File: src/hw/rtl/qsf_pkg.sv
// Shared types, constants and the solve microprogram for the quadric surface fit unit.
package qsf_pkg;

    localparam int COORD_W        = 14;
    localparam int SQ_W           = 2 * COORD_W;
    localparam int P4_W           = 2 * SQ_W;
    localparam int P3_W           = SQ_W + COORD_W;
    localparam int SUM4_W         = 62;
    localparam int SUM3_W         = 48;
    localparam int MAX_POINTS_DEF = 64;
    localparam int QDEPTH         = 2;
    localparam int QPTR_W         = (QDEPTH > 1) ? $clog2(QDEPTH) : 1;
    localparam int QCNT_W         = $clog2(QDEPTH + 1);
    localparam int WIDE_W         = 200;
    localparam int FRAC_SHIFT     = 28;
    localparam int QBITS          = 34;
    localparam int DIV_W          = WIDE_W + QBITS + 2;
    localparam int COEF_W         = 32;
    localparam int UOP_N          = 24;
    localparam int PC_W           = 5;
    localparam int STEP_W         = 6;

    // One patch worth of moment sums plus its dropped-point flag.
    typedef struct packed {
        logic signed [SUM4_W-1:0] s4x;
        logic signed [SUM4_W-1:0] s3xy;
        logic signed [SUM4_W-1:0] s22;
        logic signed [SUM4_W-1:0] s13;
        logic signed [SUM4_W-1:0] s4y;
        logic signed [SUM3_W-1:0] s2xz;
        logic signed [SUM3_W-1:0] sxyz;
        logic signed [SUM3_W-1:0] s2yz;
        logic                     ovf;
    } t_moments;

    // Moment sum selector: A..E are the fourth-order sums, P/Q/S the z sums.
    typedef enum logic [2:0] {
        S_A = 3'd0, S_B = 3'd1, S_C = 3'd2, S_D = 3'd3,
        S_E = 3'd4, S_P = 3'd5, S_Q = 3'd6, S_S = 3'd7
    } t_ssel;

    // Multiplicand selector: any sum or one of the wide temporaries.
    typedef enum logic [3:0] {
        W_A   = 4'd0,  W_B   = 4'd1,  W_C   = 4'd2,  W_D  = 4'd3,
        W_E   = 4'd4,  W_P   = 4'd5,  W_Q   = 4'd6,  W_S  = 4'd7,
        W_CDE = 4'd8,  W_BCD = 4'd9,  W_BDC = 4'd10, W_T  = 4'd11,
        W_T2  = 4'd12, W_U   = 4'd13
    } t_wsel;

    typedef enum logic [3:0] {
        D_CDE = 4'd0, D_BCD = 4'd1, D_BDC = 4'd2, D_DET = 4'd3, D_T  = 4'd4,
        D_T2  = 4'd5, D_U   = 4'd6, D_NA  = 4'd7, D_NB  = 4'd8, D_NC = 4'd9
    } t_dsel;

    typedef enum logic [1:0] {
        MOP_SET = 2'd0, MOP_ADD = 2'd1, MOP_SUB = 2'd2, MOP_NEG = 2'd3
    } t_mop;

    typedef struct packed {
        t_wsel mcand;
        t_ssel mplier;
        t_dsel dst;
        t_mop  op;
    } t_uop;

    // Cramer's rule as a multiply/accumulate program.
    function automatic t_uop uop_rom(input logic [PC_W-1:0] pc);
        t_uop u;
        begin
            case (pc)
                5'd0:    u = '{W_C,   S_E, D_CDE, MOP_SET};
                5'd1:    u = '{W_D,   S_D, D_CDE, MOP_SUB};
                5'd2:    u = '{W_B,   S_E, D_BCD, MOP_SET};
                5'd3:    u = '{W_C,   S_D, D_BCD, MOP_SUB};
                5'd4:    u = '{W_B,   S_D, D_BDC, MOP_SET};
                5'd5:    u = '{W_C,   S_C, D_BDC, MOP_SUB};
                5'd6:    u = '{W_CDE, S_A, D_DET, MOP_SET};
                5'd7:    u = '{W_BCD, S_B, D_DET, MOP_SUB};
                5'd8:    u = '{W_BDC, S_C, D_DET, MOP_ADD};
                5'd9:    u = '{W_Q,   S_E, D_T,   MOP_SET};
                5'd10:   u = '{W_S,   S_D, D_T,   MOP_SUB};
                5'd11:   u = '{W_Q,   S_D, D_T2,  MOP_SET};
                5'd12:   u = '{W_S,   S_C, D_T2,  MOP_SUB};
                5'd13:   u = '{W_S,   S_B, D_U,   MOP_SET};
                5'd14:   u = '{W_Q,   S_C, D_U,   MOP_SUB};
                5'd15:   u = '{W_CDE, S_P, D_NA,  MOP_SET};
                5'd16:   u = '{W_T,   S_B, D_NA,  MOP_SUB};
                5'd17:   u = '{W_T2,  S_C, D_NA,  MOP_ADD};
                5'd18:   u = '{W_T,   S_A, D_NB,  MOP_SET};
                5'd19:   u = '{W_BCD, S_P, D_NB,  MOP_SUB};
                5'd20:   u = '{W_U,   S_C, D_NB,  MOP_ADD};
                5'd21:   u = '{W_T2,  S_A, D_NC,  MOP_NEG};
                5'd22:   u = '{W_U,   S_B, D_NC,  MOP_SUB};
                5'd23:   u = '{W_BDC, S_P, D_NC,  MOP_ADD};
                default: u = '{W_C,   S_E, D_CDE, MOP_SET};
            endcase
            return u;
        end
    endfunction

    // Sign-extended read of one moment sum.
    function automatic logic signed [SUM4_W-1:0] get_sum(input t_moments m, input t_ssel s);
        logic signed [SUM4_W-1:0] v;
        begin
            unique case (s)
                S_A:     v = m.s4x;
                S_B:     v = m.s3xy;
                S_C:     v = m.s22;
                S_D:     v = m.s13;
                S_E:     v = m.s4y;
                S_P:     v = SUM4_W'($signed(m.s2xz));
                S_Q:     v = SUM4_W'($signed(m.sxyz));
                S_S:     v = SUM4_W'($signed(m.s2yz));
                default: v = '0;
            endcase
            return v;
        end
    endfunction

endpackage

File: src/hw/rtl/qsf_queue.sv
// Short queue of finished moment sets between the front end and the solver.
module qsf_queue (
    input  logic                        i_clk,
    input  logic                        i_rst_n,
    input  logic                        i_push,
    input  qsf_pkg::t_moments           i_data,
    input  logic                        i_pop,
    output qsf_pkg::t_moments           o_data,
    output logic                        o_nonempty,
    output logic [qsf_pkg::QCNT_W-1:0]  o_count
);

    qsf_pkg::t_moments                r_mem [qsf_pkg::QDEPTH];
    logic [qsf_pkg::QPTR_W-1:0]       r_wp, r_rp;
    logic [qsf_pkg::QCNT_W-1:0]       r_cnt;
    logic                             w_pop;

    assign o_data     = r_mem[r_rp];
    assign o_nonempty = (r_cnt != '0);
    assign o_count    = r_cnt;
    assign w_pop      = i_pop && o_nonempty;

    always_ff @(posedge i_clk) begin
        if (!i_rst_n) begin
            r_wp  <= '0;
            r_rp  <= '0;
            r_cnt <= '0;
        end else begin
            if (i_push) begin
                r_wp <= (r_wp == qsf_pkg::QPTR_W'(qsf_pkg::QDEPTH - 1)) ? '0
                      : r_wp + qsf_pkg::QPTR_W'(1);
            end
            if (w_pop) begin
                r_rp <= (r_rp == qsf_pkg::QPTR_W'(qsf_pkg::QDEPTH - 1)) ? '0
                      : r_rp + qsf_pkg::QPTR_W'(1);
            end
            r_cnt <= r_cnt + qsf_pkg::QCNT_W'(i_push) - qsf_pkg::QCNT_W'(w_pop);
        end
    end

    always_ff @(posedge i_clk) begin
        if (i_push) begin
            r_mem[r_wp] <= i_data;
        end
    end

endmodule

File: config.mk
export PLATFORM = sky130hd
export DESIGN_NAME = qsf_queue
export DESIGN_NICKNAME = d
export VERILOG_FILES = /design/src/hw/rtl/qsf_pkg.sv /design/src/hw/rtl/qsf_queue.sv
export SDC_FILE = /design/constraint.sdc
export NUM_CORES = 1
export LEC_CHECK = 0
export BUFFER_PORTS_ARGS = -buffer_cell sky130_fd_sc_hd__clkbuf_2
export CORE_AREA = 2 2 360 362
export DETAILED_ROUTE_END_ITERATION = 12
export DIE_AREA = 0 0 362 364
export GPL_TIMING_DRIVEN = 0
export HOLD_SLACK_MARGIN = 0.08
export PLACE_DENSITY = 0.53
export SLEW_MARGIN = 0
export SYNTH_ARGS = -nofsm -noshare
export SYNTH_HDL_FRONTEND = slang
export SYNTH_SLANG_ARGS = --single-unit
File: constraint.sdc
create_clock -name i_clk -period 25.1 [get_ports i_clk]
set_input_delay 5.02 -clock i_clk [delete_from_list [all_inputs] [get_ports i_clk]]
set_output_delay 5.02 -clock i_clk [all_outputs]
set_load 0.02 [all_outputs]
==> results.sh <==
export IMPL_status="complete, no violations"
export IMPL_critical_path_class="reg -> out"
export IMPL_worst_slew_pin_slew_ns=0.609
export IMPL_yosys_area_top_type="edfxtp_1"
export IMPL_maxSlewHeadroom_pct=59.3
export IMPL_synth_top_cell_area_share_pct=77.3
export IMPL_grt_pass1_vias=18600
export IMPL_ioPinCount=917
export IMPL_synth_distinct_cells=16
export IMPL_start_util_pct=27.5
export IMPL_overflow=0
export IMPL_vias_per_cell=4.09
export IMPL_leakagePower_nw=17.8
export IMPL_cp_max_fo=10
export IMPL_cts_resized=0
export IMPL_power_total_mw=4.22
export IMPL_numClockSinks=915
export IMPL_root_buffer="clkbuf_16"
export IMPL_p_per_area_mw_per_mm2=92.5
export IMPL_finalSetupTns_ns=0
export IMPL_seq_area_frac_synth_pct=77.6
export IMPL_grt_max_degree=67
export IMPL_final_cell_mix="clkbuf_2 (916), edfxtp_1 (910), mux2_4 (450)"
export IMPL_fp_dieH_microns=364
export IMPL_hp_class="reg -> reg"
export IMPL_synth_top_family_by_area="multiplexers"
export IMPL_grt_pass1_wl_microns=119000
export IMPL_synthMuxAreaShare_pct=19.3
export IMPL_report_final_slew_viol_count=0
export IMPL_synthSimpleGateAreaFrac_pct=0.135
export IMPL_hold_viol_final=0
export IMPL_register_area_sq_mm=0.0274
export IMPL_cts_post_setup_buffers_inserted=0
export IMPL_clock_latency_ns=0.67
export IMPL_cts_buffers=100
export IMPL_cts_tree="built"
export IMPL_fillers=12000
export IMPL_arrival_ns=2.23
export IMPL_ant_nets=0
export IMPL_place_hpwl_microns=64400
export IMPL_gp_congestion=0.777
export IMPL_vdd_drop_max_mv=0.0693
export IMPL_finalCritPeriodShare_pct=28.9
export IMPL_final_nets=2941
export IMPL_drive_gt1_share_pct=61.7
export IMPL_vias=17300
export IMPL_skew_ns=0.0245
export IMPL_synthesis_nets=1899
export IMPL_antenna_found_initial=20
export IMPL_core_sq_mm=0.128
export IMPL_die_x_microns=362
export IMPL_multi_input_area_sq_mm=0.00695
export IMPL_synthXorXnorAreaFrac_pct=0.0637
export IMPL_synthAdderAreaFrac_pct=0.0708
export IMPL_wl_per_cell_microns=20.2
export IMPL_drtIter0Drc=870
export IMPL_critPathCaptureType="primary output"
export IMPL_dieArea_sq_mm=0.132
export IMPL_avgSynthCellArea_sq_um=24.6
export IMPL_maxCapViolCount=0
export IMPL_grt_total_usage_pct=12.3
export IMPL_required_ns=20.08
export IMPL_row_count=132
export IMPL_max_clock_path_buffers=3
export IMPL_finalSetupViolations=0
export IMPL_numPortBuffers=916
export IMPL_cts_reportedPaths_clkPinSlew_ns=0.05
export IMPL_yosys_register_bits=915
export IMPL_syn_inst=1438
export IMPL_syn_area_sq_mm=0.0353
export IMPL_rsz0062_at_grt="false"
export IMPL_cp_start_kind="register"
export IMPL_routed_wl_microns=85400
export IMPL_htree_num_levels=3
export IMPL_final_common_cell="clkbuf_2"
export IMPL_first_pass_iters=5
export IMPL_synth_compound_area_share_pct=0.0425
export IMPL_min_period_ns=7.25
export IMPL_drc=0
export IMPL_syn2layout_area_growth_pct=29.1
export IMPL_max_freq_ghz=0.138
export IMPL_cts_hold_buffers=0
export IMPL_yosys_warnings=0
export IMPL_netlist_top_cells_area="edfxtp_1 (77%), mux2_4 (19%), buf_12 (2.5%)"
## critical path, cell delays in order, from the launching register on
cell	delay, ns
dfxtp_1	0.33
buf_6	0.20
buf_12	0.26
buf_12	0.19
mux2_4	0.30
clkbuf_2	0.23
## cell families (layout without fill, tap and decap cells)
| group | count (synthesis) | after routing |
|---|---|---|
| adders and majority gates | 2 | 2 |
| and+or+nand+nor | 8 | 8 |
| DFF | 915 | 915 |
| buffers and inverters | 53 | 1169 |
| xor gates and xnor gates | 1 | 1 |
| other | 0 | 6 |
| AOI/OAI and AO/OA | 2 | 2 |
| muxes | 457 | 457 |
## layout make-up
type / instances / area share (%)
Clock inverter: 48 / 0.861
Buffer: 51 / 2.10
Clock buffer: 128 / 5.76
Tap cell: 1675 / 4.59
Antenna cell: 6 / 0.0329
Multi-Input combinational cell: 470 / 15.2
Timing Repair Buffer: 940 / 11.3
Sequential cell: 915 / 60.1
Inverter: 2 / 0.0165
## flip-flops by register name, indices dropped and copies added (netlist names), named ones only
name and count:
r_mem 910, o_count 2, r_wp 1, r_rp 1
## synthesized netlist by cell type (all sizes together)
master,instances
edfxtp,910
ha,2
mux2i,2
inv,2
and2,2
nor2b,3
or2,1
o21a,2
buf,51
nand2,1
dfxtp,5
nand2b,1
mux2,455
xnor3,1
## metal layers
layer  wire length, microns  track usage [%]  up-vias
li1                       -                -     7881
met1                  29600             12.4     8523
met2                  43400             21.5      689
met3                   9340             6.42      181
met4                   2870             4.75       30
met5                    209                0        -
## stage by stage
stage	hold WS, ns	setup slack (ns)	instance area (sq um)	util, %	instances
final	0.490	17.85	45600	35.5	4235
after global routing	0.516	17.69	45600	35.5	4233
after CTS	0.491	17.68	45600	35.5	4229
after floorplan	0.452	7.73	35300	-	1438
after detailed placement	0.483	17.22	42600	33.2	4053
after global placement	0.462	1.17	42000	32.7	4029
## power breakdown
part | leakage, nW | switching, mW | internal [mW]
clock network | 1.46 | 0.569 | 0.787
registers | 8.58 | 0.0196 | 1.77
logic | 7.78 | 0.575 | 0.498
total | 17.8 | 1.16 | 3.06
## worst paths after layout
kind / depth (start not counted) / end / startpoint / slack [ns]
setup / recovery: 5 / o_data[358] / register / 17.85
hold / removal: 2 / r_rp / r_rp / 0.49
setup reg to reg: 8 / r_mem[0][233] / r_wp / 22.10
hold reg to reg: 2 / r_rp / r_rp / 0.49
(Power assumes the default switching activity.)
